`src/design/echo_escape_decoder_top_macros.svh`:
```
// Assertion macros shared by the echo escape decoder modules.
// Taken in by `include; define NO_ASSERTIONS to compile them out.
`ifndef ECHO_ESCAPE_DECODER_TOP_MACROS_SVH
`define ECHO_ESCAPE_DECODER_TOP_MACROS_SVH

`ifndef NO_ASSERTIONS

// Same-cycle implication, disabled during reset.
`define EED_ASSERT_IMPL(lbl, clk, rstn, ante, cons) \
    lbl: assert property (@(posedge clk) disable iff (!rstn) (ante) |-> (cons)) \
        else $error("eed: same-cycle check failed");

// Next-cycle implication, disabled during reset.
`define EED_ASSERT_NEXT(lbl, clk, rstn, ante, cons) \
    lbl: assert property (@(posedge clk) disable iff (!rstn) (ante) |=> (cons)) \
        else $error("eed: next-cycle check failed");

`else

`define EED_ASSERT_IMPL(lbl, clk, rstn, ante, cons)
`define EED_ASSERT_NEXT(lbl, clk, rstn, ante, cons)

`endif

`endif

```
`src/design/eed_pkg.sv`:
```
// Types, codes and character helpers for the echo escape decoder.
// No dependencies; used by eed_decode, eed_outbuf and the top level.
package eed_pkg;

    typedef enum logic [1:0] {
        OP_CHAR = 2'd0,
        OP_SEP  = 2'd1,
        OP_END  = 2'd2,
        OP_NONE = 2'd3
    } t_opcode;

    typedef enum logic [2:0] {
        MODE_NORMAL = 3'd0,
        MODE_BSLASH = 3'd1,
        MODE_HEX    = 3'd2,
        MODE_OCT    = 3'd3,
        MODE_STOP   = 3'd4
    } t_mode;

    typedef enum logic {
        REG_ESCAPES_ENABLED = 1'b0,
        REG_OMIT_NEWLINE    = 1'b1
    } t_reg_index;

    localparam int unsigned MAX_RESULTS = 3;
    localparam int unsigned CNT_W       = 2;
    localparam int unsigned VALUE_W     = 9;

    localparam logic [7:0] ESC_BYTE     = 8'd27;
    localparam logic [7:0] CH_BACKSLASH = 8'h5C;
    localparam logic [7:0] CH_SPACE     = 8'h20;
    localparam logic [7:0] CH_NEWLINE   = 8'h0A;
    localparam logic [7:0] CH_LOWER_X   = 8'h78;
    localparam logic [7:0] CH_ZERO      = 8'h30;
    localparam logic [7:0] CH_LOWER_C   = 8'h63;

    localparam logic [VALUE_W-1:0] HEX_BASE = 9'd16;
    localparam logic [VALUE_W-1:0] OCT_BASE = 9'd8;
    localparam logic [CNT_W-1:0]   HEX_DIGITS = 2'd2;
    localparam logic [CNT_W-1:0]   OCT_DIGITS = 2'd3;

    // Decoded words for one item, first word in bytes[0].
    typedef struct packed {
        logic [CNT_W-1:0]             count;
        logic [MAX_RESULTS-1:0][7:0]  bytes;
    } t_result;

    // {valid, value} of an ASCII hex digit.
    function automatic logic [4:0] hex_digit(input logic [7:0] ch);
        logic [4:0] r;
        r = 5'd0;
        if (ch >= "0" && ch <= "9") begin
            r = {1'b1, 4'(ch - "0")};
        end else if (ch >= "a" && ch <= "f") begin
            r = {1'b1, 4'(ch - "a" + 8'd10)};
        end else if (ch >= "A" && ch <= "F") begin
            r = {1'b1, 4'(ch - "A" + 8'd10)};
        end
        return r;
    endfunction

    // {valid, code} of a single-letter control escape.
    function automatic logic [8:0] letter_escape(input logic [7:0] ch);
        logic [8:0] r;
        case (ch)
            "a":          r = {1'b1, 8'd7};
            "b":          r = {1'b1, 8'd8};
            "e":          r = {1'b1, ESC_BYTE};
            "f":          r = {1'b1, 8'd12};
            "n":          r = {1'b1, 8'd10};
            "r":          r = {1'b1, 8'd13};
            "t":          r = {1'b1, 8'd9};
            "v":          r = {1'b1, 8'd11};
            CH_BACKSLASH: r = {1'b1, CH_BACKSLASH};
            default:      r = 9'd0;
        endcase
        return r;
    endfunction

endpackage

```
`src/design/eed_if.sv`:
```
// Valid/ready channel interfaces of the echo escape decoder.
// Depends on nothing but the payload widths fixed here.
interface eed_in_if;
    logic       valid;
    logic       ready;
    logic [1:0] opcode;
    logic [7:0] char_in;

    modport source (output valid, output opcode, output char_in, input ready);
    modport sink   (input valid, input opcode, input char_in, output ready);
endinterface

interface eed_out_if;
    logic       valid;
    logic       ready;
    logic [7:0] out_byte;
    logic       last_of_run;

    modport source (output valid, output out_byte, output last_of_run, input ready);
    modport sink   (input valid, input out_byte, input last_of_run, output ready);
endinterface

interface eed_cfg_if;
    logic valid;
    logic ready;
    logic index;
    logic data;

    modport source (output valid, output index, output data, input ready);
    modport sink   (input valid, input index, input data, output ready);
endinterface

```
`src/design/eed_decode.sv`:
```
// Escape state registers and the one-pass decode of a stored word.
// Depends on eed_pkg and the assertion macro header.
`include "echo_escape_decoder_top_macros.svh"

module eed_decode (
    input  logic               i_clk,
    input  logic               i_rst_n,
    input  logic               i_advance,
    input  eed_pkg::t_opcode   i_op,
    input  logic [7:0]         i_char,
    input  logic               i_esc_en,
    input  logic               i_omit_nl,
    output eed_pkg::t_result   o_res
);

    eed_pkg::t_mode                      r_mode, n_mode;
    logic [eed_pkg::CNT_W-1:0]           r_count, n_count;
    logic [eed_pkg::VALUE_W-1:0]         r_value, n_value;

    always_comb begin
        logic [1:0]                          k;
        logic [eed_pkg::MAX_RESULTS-1:0][7:0] b;
        logic [4:0]                          hd;
        logic [8:0]                          le;
        logic                                dig;
        logic                                do_flush;
        logic [eed_pkg::CNT_W-1:0]           lim;

        k       = 2'd0;
        b       = '0;
        lim     = eed_pkg::HEX_DIGITS;
        n_mode  = r_mode;
        n_count = r_count;
        n_value = r_value;
        hd      = eed_pkg::hex_digit(i_char);
        le      = eed_pkg::letter_escape(i_char);
        dig     = hd[4] && (r_mode == eed_pkg::MODE_HEX ||
                            (r_mode == eed_pkg::MODE_OCT && !hd[3]));

        do_flush = (i_op == eed_pkg::OP_CHAR &&
                    (r_mode == eed_pkg::MODE_HEX || r_mode == eed_pkg::MODE_OCT) && !dig) ||
                   ((i_op == eed_pkg::OP_SEP || i_op == eed_pkg::OP_END) &&
                    r_mode != eed_pkg::MODE_STOP);

        // close any open escape before the byte, space or newline
        if (do_flush) begin
            case (r_mode)
                eed_pkg::MODE_BSLASH: begin
                    b[k] = eed_pkg::CH_BACKSLASH;
                    k    = k + 2'd1;
                end
                eed_pkg::MODE_HEX, eed_pkg::MODE_OCT: begin
                    if (r_count == '0) begin
                        b[k] = eed_pkg::CH_BACKSLASH;
                        k    = k + 2'd1;
                        b[k] = (r_mode == eed_pkg::MODE_HEX) ? eed_pkg::CH_LOWER_X
                                                             : eed_pkg::CH_ZERO;
                        k    = k + 2'd1;
                    end else if (r_value[7:0] != 8'd0) begin
                        b[k] = r_value[7:0];
                        k    = k + 2'd1;
                    end
                end
                default: ;
            endcase
            n_mode  = eed_pkg::MODE_NORMAL;
            n_count = '0;
            n_value = '0;
        end

        case (i_op)
            eed_pkg::OP_CHAR: begin
                case (n_mode)
                    eed_pkg::MODE_STOP: ;
                    eed_pkg::MODE_BSLASH: begin
                        n_mode  = eed_pkg::MODE_NORMAL;
                        n_count = '0;
                        n_value = '0;
                        if (le[8]) begin
                            b[k] = le[7:0];
                            k    = k + 2'd1;
                        end else if (i_char == eed_pkg::CH_LOWER_X) begin
                            n_mode = eed_pkg::MODE_HEX;
                        end else if (i_char == eed_pkg::CH_ZERO) begin
                            n_mode = eed_pkg::MODE_OCT;
                        end else if (i_char == eed_pkg::CH_LOWER_C) begin
                            n_mode = eed_pkg::MODE_STOP;
                        end else begin
                            b[k] = eed_pkg::CH_BACKSLASH;
                            k    = k + 2'd1;
                            b[k] = i_char;
                            k    = k + 2'd1;
                        end
                    end
                    eed_pkg::MODE_HEX, eed_pkg::MODE_OCT: begin
                        // only digits reach here; others were flushed above
                        if (n_mode == eed_pkg::MODE_HEX) begin
                            n_value = 9'(r_value * eed_pkg::HEX_BASE) + 9'(hd[3:0]);
                            lim     = eed_pkg::HEX_DIGITS;
                        end else begin
                            n_value = 9'(r_value * eed_pkg::OCT_BASE) + 9'(hd[2:0]);
                            lim     = eed_pkg::OCT_DIGITS;
                        end
                        n_count = r_count + 2'd1;
                        if (n_count >= lim) begin
                            if (n_value[7:0] != 8'd0) begin
                                b[k] = n_value[7:0];
                                k    = k + 2'd1;
                            end
                            n_mode  = eed_pkg::MODE_NORMAL;
                            n_count = '0;
                            n_value = '0;
                        end
                    end
                    default: begin
                        n_mode = eed_pkg::MODE_NORMAL;
                        if (i_esc_en && i_char == eed_pkg::CH_BACKSLASH) begin
                            n_mode = eed_pkg::MODE_BSLASH;
                        end else begin
                            b[k] = i_char;
                            k    = k + 2'd1;
                        end
                    end
                endcase
            end
            eed_pkg::OP_SEP: begin
                if (r_mode != eed_pkg::MODE_STOP) begin
                    b[k] = eed_pkg::CH_SPACE;
                    k    = k + 2'd1;
                end
            end
            eed_pkg::OP_END: begin
                if (r_mode != eed_pkg::MODE_STOP && !i_omit_nl) begin
                    b[k] = eed_pkg::CH_NEWLINE;
                    k    = k + 2'd1;
                end
                n_mode  = eed_pkg::MODE_NORMAL;
                n_count = '0;
                n_value = '0;
            end
            default: ;
        endcase

        o_res.count = k;
        o_res.bytes = b;
    end

    always_ff @(posedge i_clk) begin
        if (!i_rst_n) begin
            r_mode  <= eed_pkg::MODE_NORMAL;
            r_count <= '0;
            r_value <= '0;
        end else if (i_advance) begin
            r_mode  <= n_mode;
            r_count <= n_count;
            r_value <= n_value;
        end
    end

    `EED_ASSERT_IMPL(a_stop_silent, i_clk, i_rst_n, r_mode == eed_pkg::MODE_STOP, o_res.count == '0)
    `EED_ASSERT_NEXT(a_end_clears, i_clk, i_rst_n, i_advance && i_op == eed_pkg::OP_END, r_mode == eed_pkg::MODE_NORMAL && r_count == '0 && r_value == '0)

endmodule

```
`src/design/eed_outbuf.sv`:
```
// Result register: holds up to three decoded words and sends them in order.
// Depends on eed_pkg, eed_out_if and the assertion macro header.
`include "echo_escape_decoder_top_macros.svh"

module eed_outbuf (
    input  logic              i_clk,
    input  logic              i_rst_n,
    input  logic              i_load,
    input  eed_pkg::t_result  i_res,
    output logic              o_space,
    eed_out_if.source         o_out
);

    logic [eed_pkg::CNT_W-1:0]               r_cnt, n_cnt;
    logic [eed_pkg::MAX_RESULTS-1:0][7:0]    r_byte, n_byte;
    logic                                    take;

    assign take          = o_out.valid && o_out.ready;
    assign o_space       = (r_cnt == '0) || (r_cnt == 2'd1 && o_out.ready);
    assign o_out.valid   = (r_cnt != '0);
    assign o_out.out_byte    = r_byte[0];
    assign o_out.last_of_run = (r_cnt == 2'd1);

    always_comb begin
        n_cnt  = r_cnt;
        n_byte = r_byte;
        if (i_load) begin
            n_cnt  = i_res.count;
            n_byte = i_res.bytes;
        end else if (take) begin
            // advance to the next word of the run
            n_cnt  = r_cnt - 2'd1;
            n_byte = {8'd0, r_byte[eed_pkg::MAX_RESULTS-1:1]};
        end
    end

    always_ff @(posedge i_clk) begin
        if (!i_rst_n) begin
            r_cnt <= '0;
        end else begin
            r_cnt <= n_cnt;
        end
    end

    always_ff @(posedge i_clk) begin
        r_byte <= n_byte;
    end

    `EED_ASSERT_IMPL(a_load_has_space, i_clk, i_rst_n, i_load, o_space && i_res.count != '0)
    `EED_ASSERT_NEXT(a_run_continues, i_clk, i_rst_n, take && r_cnt > 2'd1, o_out.valid)

endmodule

```
`src/design/echo_escape_decoder_top.sv`:
```
// Echo escape decoder, top level: input register, decode, result register.
// Depends on eed_pkg, the channel interfaces, eed_decode and eed_outbuf.
//
// Takes one word per clock (opcode plus byte) unless held by back-pressure,
// and returns the decoded output bytes in order, the last byte caused by each
// word flagged with last_of_run. A word that yields at most one byte passes
// at one word per cycle while the output is ready; one that yields more (up
// to three) holds the result register until the output channel, one byte per
// cycle when ready, has taken them. Words that yield nothing (a backslash,
// escape digits, anything after \c) leave no gap. Write escapes_enabled and
// omit_newline only while the block is idle.

module echo_escape_decoder_top (
    input  logic      i_clk,
    input  logic      i_rst_n,
    eed_in_if.sink    i_in,
    eed_cfg_if.sink   i_cfg,
    eed_out_if.source o_out
);

    logic                r_in_valid;
    eed_pkg::t_opcode    r_op;
    logic [7:0]          r_char;
    logic                r_esc_en;
    logic                r_omit_nl;
    logic                space;
    logic                advance;
    eed_pkg::t_result    res;

    assign advance    = r_in_valid && space;
    assign i_in.ready = !r_in_valid || space;
    assign i_cfg.ready = 1'b1;

    always_ff @(posedge i_clk) begin
        if (!i_rst_n) begin
            r_in_valid <= 1'b0;
        end else if (i_in.ready) begin
            r_in_valid <= i_in.valid;
        end
    end

    always_ff @(posedge i_clk) begin
        if (i_in.valid && i_in.ready) begin
            r_op   <= eed_pkg::t_opcode'(i_in.opcode);
            r_char <= i_in.char_in;
        end
    end

    always_ff @(posedge i_clk) begin
        if (!i_rst_n) begin
            r_esc_en  <= 1'b0;
            r_omit_nl <= 1'b0;
        end else if (i_cfg.valid) begin
            case (eed_pkg::t_reg_index'(i_cfg.index))
                eed_pkg::REG_ESCAPES_ENABLED: r_esc_en  <= i_cfg.data;
                eed_pkg::REG_OMIT_NEWLINE:    r_omit_nl <= i_cfg.data;
                default: ;
            endcase
        end
    end

    eed_decode u_decode (
        .i_clk     (i_clk),
        .i_rst_n   (i_rst_n),
        .i_advance (advance),
        .i_op      (r_op),
        .i_char    (r_char),
        .i_esc_en  (r_esc_en),
        .i_omit_nl (r_omit_nl),
        .o_res     (res)
    );

    eed_outbuf u_outbuf (
        .i_clk   (i_clk),
        .i_rst_n (i_rst_n),
        .i_load  (advance && res.count != '0),
        .i_res   (res),
        .o_space (space),
        .o_out   (o_out)
    );

endmodule
```
`src/flat_wrapper.sv`:
```
// flat-port wrapper written by rule: the top's interface ports become plain ports
module echo_escape_decoder_top_flat 
  (i_clk, i_rst_n, i_in_valid, i_in_opcode, i_in_char_in, i_in_ready, i_cfg_valid, i_cfg_index, i_cfg_data, i_cfg_ready, o_out_valid, o_out_out_byte, o_out_last_of_run, o_out_ready);
  eed_in_if i_in_i ();
  eed_cfg_if i_cfg_i ();
  eed_out_if o_out_i ();
  input  logic i_clk;
  input  logic i_rst_n;
  input wire logic [$bits(i_in_i.valid)-1:0] i_in_valid;
  input wire logic [$bits(i_in_i.opcode)-1:0] i_in_opcode;
  input wire logic [$bits(i_in_i.char_in)-1:0] i_in_char_in;
  output wire logic [$bits(i_in_i.ready)-1:0] i_in_ready;
  input wire logic [$bits(i_cfg_i.valid)-1:0] i_cfg_valid;
  input wire logic [$bits(i_cfg_i.index)-1:0] i_cfg_index;
  input wire logic [$bits(i_cfg_i.data)-1:0] i_cfg_data;
  output wire logic [$bits(i_cfg_i.ready)-1:0] i_cfg_ready;
  output wire logic [$bits(o_out_i.valid)-1:0] o_out_valid;
  output wire logic [$bits(o_out_i.out_byte)-1:0] o_out_out_byte;
  output wire logic [$bits(o_out_i.last_of_run)-1:0] o_out_last_of_run;
  input wire logic [$bits(o_out_i.ready)-1:0] o_out_ready;
  assign i_in_i.valid = i_in_valid;
  assign i_in_i.opcode = i_in_opcode;
  assign i_in_i.char_in = i_in_char_in;
  assign i_in_ready = i_in_i.ready;
  assign i_cfg_i.valid = i_cfg_valid;
  assign i_cfg_i.index = i_cfg_index;
  assign i_cfg_i.data = i_cfg_data;
  assign i_cfg_ready = i_cfg_i.ready;
  assign o_out_valid = o_out_i.valid;
  assign o_out_out_byte = o_out_i.out_byte;
  assign o_out_last_of_run = o_out_i.last_of_run;
  assign o_out_i.ready = o_out_ready;
  echo_escape_decoder_top u_core (.i_clk(i_clk), .i_rst_n(i_rst_n), .i_in(i_in_i), .i_cfg(i_cfg_i), .o_out(o_out_i));
endmodule
```
`config.mk`:
```
export PLATFORM = sky130hd
export DESIGN_NAME = echo_escape_decoder_top_flat
export DESIGN_NICKNAME = d
export VERILOG_FILES = /design/src/design/eed_pkg.sv /design/src/design/eed_if.sv /design/src/design/eed_decode.sv /design/src/design/eed_outbuf.sv /design/src/design/echo_escape_decoder_top.sv /design/src/flat_wrapper.sv
export VERILOG_INCLUDE_DIRS = /design/src /design/src/design
export SDC_FILE = /design/constraint.sdc
export NUM_CORES = 1
export LEC_CHECK = 0
export BUFFER_PORTS_ARGS = -buffer_cell sky130_fd_sc_hd__buf_4
export CAP_MARGIN = 30
export CORE_ASPECT_RATIO = 1.75
export CORE_MARGIN = 1
export CORE_UTILIZATION = 50
export CTS_BUF_LIST = sky130_fd_sc_hd__clkbuf_8
export DETAILED_ROUTE_END_ITERATION = 8
export MAX_ROUTING_LAYER = met4
export PLACE_DENSITY = 0.78
export SYNTH_ARGS = -nofsm -noshare
export SYNTH_HDL_FRONTEND = slang
export SYNTH_SLANG_ARGS = --single-unit
```
`constraint.sdc`:
```
create_clock -name i_clk -period 11.9 [get_ports i_clk]
set_input_delay 0.595 -clock i_clk [delete_from_list [all_inputs] [get_ports i_clk]]
set_output_delay 0.595 -clock i_clk [all_outputs]
set_load 0.02 [all_outputs]
```
* After elaboration in Yosys (flattened, before gate mapping) *
Cells that the tools add are included.

operators by class
  add/subtract/negate cells = 11
  magnitude comparators = 11
  equality and inequality tests = 23
  multiplexer cells = 72
  bitwise operators = 10
  reduce and logical (&&, ||, !) cells = 39

operators with widths
  cell                number
  $mux 24             11
  $pmux 24 s3         2
  $bwmux 24           4
  $eq 8x7->1 const B  11
  $pmux 9 s9          1
  $mux 9              5
  $mux 8              5
  $pmux 9 s2          2
  $mux 2              17
  $demux 8 s2         2
  $and 14x21->21      1
  $not 21->21         1
  $and 12x18->18      1
  $mux 3              6
  $not 18->18         1
  $logic_and 1x1->1   17
  $ge 8x7->1 const B  2
  $le 8x7->1 const B  2
  $mux 16             1
  $pmux 8 s2          1
  $reduce_bool 8->1   2
  $mux 5              3
  $mux 7              2
  $and 8x12->12       1
  34 further kinds    65

storage, ports and cells
  bits in registers = 53
  input port bits = 17
  output and inout port bits = 12
  word-level logic and storage cells = 178

* Logic depth before layout (Yosys ltp) *
Gate-level depths: netlist of run 1.

  depth after elaboration = 27
  gate-level depth with buffers = 18
  mapped depth without buffers = 16

* By module *
From an unflattened synthesis of run 1, not the netlist that was laid out.

unflattened totals
  cells, all modules = 589
  area, all modules = 4931.0 um^2

by module, submodules not included
  module                   times used  cells an instance  area each (um^2)  seq. area each (um^2)
  eed_decode               1           483                3239.4            260.2
  eed_outbuf               1           78                 1231.2            760.7
  echo_escape_decoder_top  1           28                 460.4             360.3

* Least setup slack after synthesis of run 1 *
No wires, ideal clock.

  path type = flip-flop to flip-flop
  start point = register u_core.r_char[0]
  end point = register u_core.u_outbuf.r_byte, in the netlist u_core.u_outbuf.o_out.out_byte[0] (enable)
  setup time = 428 ps
  arrival = 4304 ps
  data required time = 11472 ps
  slack = 7168 ps
  stages on the path, launching flop included = 15
  buffers on the path = 2
  period minus slack after synthesis = 4732 ps
  cells stage by stage = edfxtp_1 > clkbuf_1 > inv_1 > ha_1 > nand2_1 > o2111ai_1 > a2111oi_2 > o31a_1 > inv_2 > ha_1 > clkbuf_1 > or3_1 > a221o_1 > a211oi_2 > nand2_1

on the way
  cells in the longest elaborated chain, start to end = 25
  elaborated cells on any way between the ends = 71
  classes of those cells = add/sub: 9; order compare: 7; eq/ne: 16; mux: 23; reduce/logical: 16

RTL lines
  item                                                                  line                           source
  start: declaration                                                    echo_escape_decoder_top.sv:23  logic [7:0] r_char;
  start signal: assignment                                              echo_escape_decoder_top.sv:45  r_char <= i_in.char_in;
  parallel branches: the longest is 21 deep, another holds $sub 4x1->4  --
  $pmux 2 s3 (*)                                                        eed_decode.sv:71               case (i_op)
  $reduce_bool 2->1 (*)                                                 echo_escape_decoder_top.sv:76  .i_load (advance && res.count != '0),
  $logic_and 1x1->1 (*)                                                 echo_escape_decoder_top.sv:76
  $reduce_bool 2->1 (no source line) (*)                                --
  end signal: assignment                                                eed_outbuf.sv:46               r_byte <= n_byte;
  end: declaration                                                      eed_outbuf.sv:15               logic [eed_pkg::MAX_RESULTS-1:0][7:0] r_byte, n_byte;

Every way passes the cells marked *. The select of a mux whose other input is x is not followed.
A chain may end at the register's enable or synchronous reset.

* Final worst setup path of run 1 *
  start point = register u_core.r_char[1]
  end point = register u_core.u_outbuf.r_byte, in the netlist u_core.u_outbuf.o_out.out_byte[6] (enable)

Same word-level chain as after synthesis.

==> impl_metrics.tcl, run 1 <==
set metrics [dict create \
    outcome "finished, final reports clean" \
    power_density_nw_per_um2 106 \
    synth_edf_count 34 \
    syn_nets 628 \
    port-buffer-count 27 \
    max_slew_margin_pct 29.5 \
    pwr-share-comb_pct 30.9 \
    synth_flop_cell "edfxtp_1" \
    dpl_cell_area_sq_um 5040 \
    end_kind "flip-flop" \
    grt_start_max_net_pins 29 \
    synth-async-reset-ratio_pct 0 \
    n_antenna_cell 0 \
    worstSkewPairLatency_ns 0.32 \
    cts_setup_buffers 0 \
    clkSlewWorstSetupHoldPaths_ns 0.09 \
    core_region_area_sq_um 9470 \
    cts_tree "done" \
    antenna_left 0 \
    max_stage_delay_ns 0.74 \
    fin_nets 622 \
    grt_usage_pct 39.2 \
    h-tree-depth 2 \
    crit_required_ns 11.75 \
    vias_per_cell 7.23 \
    synth_seq_cells 52 \
    synthesis.area_sq_um 4880 \
    drv_cap 0 \
    first_iter_violations 733 \
    peakVddDrop_mv 0.0590 \
    finalSetupViolCount 0 \
    synth_most_common_cell "nand2_1" \
    grt_overflow 0 \
    slew_viol_final 0 \
    dr.pass1.iters 6 \
    route.detailed.drc 0 \
    antenna_found_initial 0 \
    power_frac_seq_pct 45.6 \
    vias 5141 \
    hold_class "in -> reg" \
    start_util_pct 51.5 \
    wirelength_mm 19.0 \
    synth_commonest_cells "55 x nand2_1, 38 x o21ai_0, 35 x a21oi_1" \
    design_area_sq_um 5160 \
    path_class "reg -> reg" \
    io_pins 29 \
    num-fill-cells 900 \
    power_leakage_nw 1.81 \
    first_global_vias 4802 \
    die_area_sq_um 10200 \
    die_y_um 133 \
    hold_violations 0 \
    fin_crit_ns 5.79 \
    die_w_um 76.7 \
    critical_path_buf_inv_count 1 \
    synth_top_cell_by_area "edfxtp_1" \
    path_cells "inv_1 > ha_1 > nor2_1 > a2111o_1 > o211ai_1 > nand2_1 > ha_1 > o21ai_0 > nor3_1 > nand3_1 > nor2_1 > a221o_1 > a211oi_2 > nand2_1" \
    cts_buffer_depth 2 \
    rsz0062_at_grt "false" \
    cp_top_family "compound AO/OA/AOI/OAI gates" \
    gp_congestion 1.09 \
    power_uw 549 \
    root_buffer "clkbuf_8" \
    tightest_slew_ns 1.04 \
    p_clk_share_pct 23.4 \
    synth_area_leaders "edfxtp_1 21%, dfxtp_1 7.4%, ha_1 4.4%, nand2_1 4.2%, o21ai_0 3.9%" \
    clock_skew_ns 0.00852 \
    rows 47 \
    syn_area_per_cell_sq_um 8.21 \
    ys_warn_count 0 \
    dpl.hpwl_mm 14.8 \
    ctsResizeCount 0 \
    hold_buffers 0 \
    synthCells 594 \
    drive_above_1_share_pct 12.7 \
    p_sw_share_pct 33.6 \
    fin_util_pct 54.5 \
    hold_ws_ns 0.446 \
    post_drt_wl_per_cell_um 26.8 \
    max_freq_mhz 173 \
    start_kind "flip-flop" \
    cts_sinks 52 \
    synth_top_cell_area_share_pct 20.9 \
    yosysUniqueCellTypes 83 \
    synth_seq_area_share_pct 28.3 \
    area_delta_synth_final_pct 5.85 \
    numCtsBuffers 5 \
    p_sw_uw 185 \
    intPower_uw 365 \
    cpMaxStageDelayCell "nand2_1" \
    timing.setup.tns_ns 0 \
    min_period_over_period_pct 48.7 \
    grt_pass1_wl_mm 28.8 \
    crit_fanout 24 \
    crit_arrival_ns 5.64 \
]
==> cell families (layout without fill, tap and decap cells) <==
group	count (synthesis)	after routing	share of synthesized area [%]
xor gates and xnor gates	1	1	0.180
and+or+nand+nor	219	219	23.7
AOI/OAI and AO/OA	212	212	31.7
muxes	17	17	4.39
other	1	1	0.0769
DFF	52	52	28.3
buffers and inverters	75	70	7.28
adders and majority gates	17	17	4.36
==> placed cells by master (no fill, tap or decap), types with 8 or more instances in the layout <==
cell / n
a21oi_1: 35
a22oi_1: 14
a31oi_1: 13
and3_1: 8
buf_4: 34
dfxtp_1: 18
edfxtp_1: 34
ha_1: 17
inv_1: 25
nand2_1: 55
nand2b_1: 8
nand3_1: 24
nor2_1: 34
nor2b_1: 22
nor3_1: 18
o211ai_1: 8
o21ai_0: 38
==> stage by stage <==
stage / worst slack [ns] / instances
5_1_grt: 5.78 / 711
6_report: 6.11 / 711
4_1_cts: 6.19 / 710
2_1_floorplan: 7.17 / 594
3_3_place_gp: 6.46 / 701
3_5_place_dp: 6.19 / 702
==> sequential cells by signal, summed over array words and instances (netlist names) <==
signal / flops
u_core.r_in_valid: 1
u_core.u_outbuf.r_cnt: 2
u_core.r_op: 2
u_core.u_decode.r_count: 2
u_core.r_esc_en: 1
u_core.u_outbuf.r_byte: 16
u_core.u_decode.r_mode: 3
u_core.u_outbuf.o_out.out_byte: 8
u_core.u_decode.r_value: 8
u_core.r_omit_nl: 1
u_core.r_char: 8
==> path summary, 6_finish.rpt <==
kind / cells past startpoint / start / slack [ns] / to
setup / recovery: 14 / u_core.r_char[1] / 6.11 / u_core.u_outbuf.o_out.out_byte[6]
hold reg to reg: 2 / u_core.u_decode.r_count[1] / 0.55 / u_core.u_decode.r_count[1]
setup reg to reg: 14 / u_core.r_char[1] / 6.11 / u_core.u_outbuf.o_out.out_byte[6]
hold / removal: 1 / i_in_char_in[6] / 0.45 / u_core.r_char[6]
==> area by class of cell <==
type	count	area (sq um)	share of cell area (%)
multi-input cells	467	3150	61.0
well taps	122	153	2.96
flip-flops and latches	52	1380	26.8
inverters	26	97.6	1.89
repair buffers	36	268	5.19
clock buffers	6	82.6	1.60
clock inverters	2	33.8	0.654
==> per-layer routing <==
metal	wire length, um	up-vias	global-route usage [%]
met5	0	-	-
li1	-	2252	-
met3	1370	107	5.52
met4	1350	0	23.1
met1	6780	2444	42.4
met2	9520	338	67.2
==> power groups by stage <==
| stage | sequential (mW) | combinational (mW) | clock [mW] |
|---|---|---|---|
| 2_1_floorplan | 0.243 | 0.133 | 0 |
| 3_3_place_gp | 0.253 | 0.164 | 0 |
| 3_5_place_dp | 0.254 | 0.168 | 0 |
| 4_1_cts | 0.250 | 0.168 | 0.129 |
| 5_1_grt | 0.254 | 0.183 | 0.134 |
| 6_report | 0.251 | 0.170 | 0.129 |
Note: power is estimated with default switching activity, not from simulation.
==> run 2, diff against run 1 <==
Clock period 11.9 ns to 5.6 ns, I/O delays scaled along.
==> impl_metrics.tcl, run 2 (synthesized netlist as in run 1, its figures left out) <==
set metrics [dict create \
    grt_start_max_net_pins 28 \
    n_antenna_cell 0 \
    cts_sinks 52 \
    min_period_over_period_pct 91.0 \
    cts_tree "done" \
    post_drt_wl_per_cell_um 26.4 \
    crit_arrival_ns 5.17 \
    cts_setup_buffers 0 \
    slew_viol_final 0 \
    timing.setup.tns_ns 0 \
    vias 5060 \
    grt_pass1_wl_mm 28.9 \
    hold-path-endpoint "u_core.r_char[7]" \
    reg2reg_depth 13 \
    io_pins 29 \
    power_density_nw_per_um2 222 \
    r2r-start "u_core.r_char[1]" \
    crit_fanout 16 \
    r2r_end "u_core.u_outbuf.r_byte[15]" \
    first_global_vias 4911 \
    die_w_um 76.7 \
    clock_skew_ns 0.0127 \
    final_common_cell "nand2_1" \
    h-tree-depth 2 \
    start_kind "flip-flop" \
    finalSetupViolCount 0 \
    largest_reg_flops 16 \
    wirelength_mm 19.2 \
    crit_required_ns 5.68 \
    die_area_sq_um 10200 \
    first_iter_violations 540 \
    max_freq_mhz 196 \
    fin_nets 638 \
    grt_overflow 0 \
    most-common-layout-cells "55 x nand2_1, 51 x buf_4, 38 x o21ai_0" \
    root_buffer "clkbuf_8" \
    dpl.hpwl_mm 14.7 \
    area_delta_synth_final_pct 8.13 \
    end_kind "flip-flop" \
    die_y_um 133 \
    power_leakage_nw 1.89 \
    max_slew_margin_pct 31.4 \
    rows 47 \
    cts_buffer_depth 2 \
    hold_buffers 0 \
    vias_per_cell 6.96 \
    regMostFlops "u_core.u_outbuf.r_byte" \
    dr.pass1.iters 5 \
    start_util_pct 51.5 \
    rsz0062_at_grt "false" \
    drv_cap 0 \
    min_from "i_in_char_in[7]" \
    grt_usage_pct 39.5 \
    numCtsBuffers 5 \
    peakVddDrop_mv 0.113 \
    hold_class "in -> reg" \
    drive_above_1_share_pct 15.0 \
    route.detailed.drc 0 \
    tightest_slew_ns 1.02 \
    port-buffer-count 27 \
    worstSkewPairLatency_ns 0.33 \
    core_region_area_sq_um 9470 \
    whs_path_depth 1 \
    antenna_found_initial 0 \
    outcome "finished, final reports clean" \
    gp_congestion 1.05 \
    antenna_left 0 \
    ctsResizeCount 0 \
    path_class "reg -> reg" \
    clkSlewWorstSetupHoldPaths_ns 0.10 \
    regToRegSetupSlack_ns 0.51 \
    fin_crit_ns 5.09 \
    hold_violations 0 \
    fin_util_pct 55.7 \
]
[run 2: metal layers]
metal  part of all wire [%]  GRT usage, %  vias to the layer above
met3                    7.3          7.59                       93
li1                       -             -                     2284
met4                    7.9          29.7                        0
met1                     36          42.9                     2374
met5                      0             -                        -
met2                     48          63.3                      309
[run 2: through the flow]
step           setup slack (ns)  total power, mW  std cells  hold WS (ns)  area [sq um]
2_1_floorplan             0.868            0.798        594         0.379          4880
3_3_place_gp              0.783            0.897        718         0.459          5160
3_5_place_dp              0.638            0.908        719         0.460          5170
4_1_cts                   0.607             1.17        727         0.119          5280
5_1_grt                   0.218             1.22        727         0.113          5280
6_report                  0.505             1.17        727         0.121          5280
[run 2: layout make-up]
class	count	area [sq um]
clock buffer	5	68.8
clock inverter	3	38.8
fill	896	4190
inverter	26	97.6
multi-input combinational	467	3150
sequential	52	1380
tap	122	153
timing repair buffer	52	388
[run 2: worst max-delay path, stage by stage, from the launching register on]
cell       delay [ns]
edfxtp_1         0.56
inv_1            0.22
ha_1             0.33
nor2_1           0.12
a2111oi_4        0.55
a2111oi_2        0.17
buf_4            0.22
o31ai_2          0.43
inv_1            0.16
ha_1             0.26
or3_1            0.38
a221o_1          0.43
a211o_1          0.59
mux2_4           0.41
[run 2: worst max-delay path by stage]
stage / from / to / slack (ns) / depth (start not counted)
finish: u_core.r_char[1] / u_core.u_outbuf.r_byte[15] / 0.51 / 13
detailed placement: u_core.r_char[1] / u_core.u_outbuf.o_out.out_byte[6] / 0.64 / 13
global placement: u_core.r_char[1] / u_core.u_outbuf.o_out.out_byte[7] / 0.78 / 13
floorplan: u_core.r_char[0] / u_core.u_outbuf.o_out.out_byte[0] / 0.87 / 14
global route: u_core.r_char[1] / u_core.u_outbuf.r_byte[15] / 0.22 / 13
CTS: u_core.r_char[1] / u_core.u_outbuf.r_byte[15] / 0.61 / 13
[run 2: where the power goes]
part / internal [mW] / total (mW) / switching, mW
clock: 0.131 / 0.267 / 0.136
sequential: 0.491 / 0.521 / 0.0306
combinational: 0.151 / 0.385 / 0.234
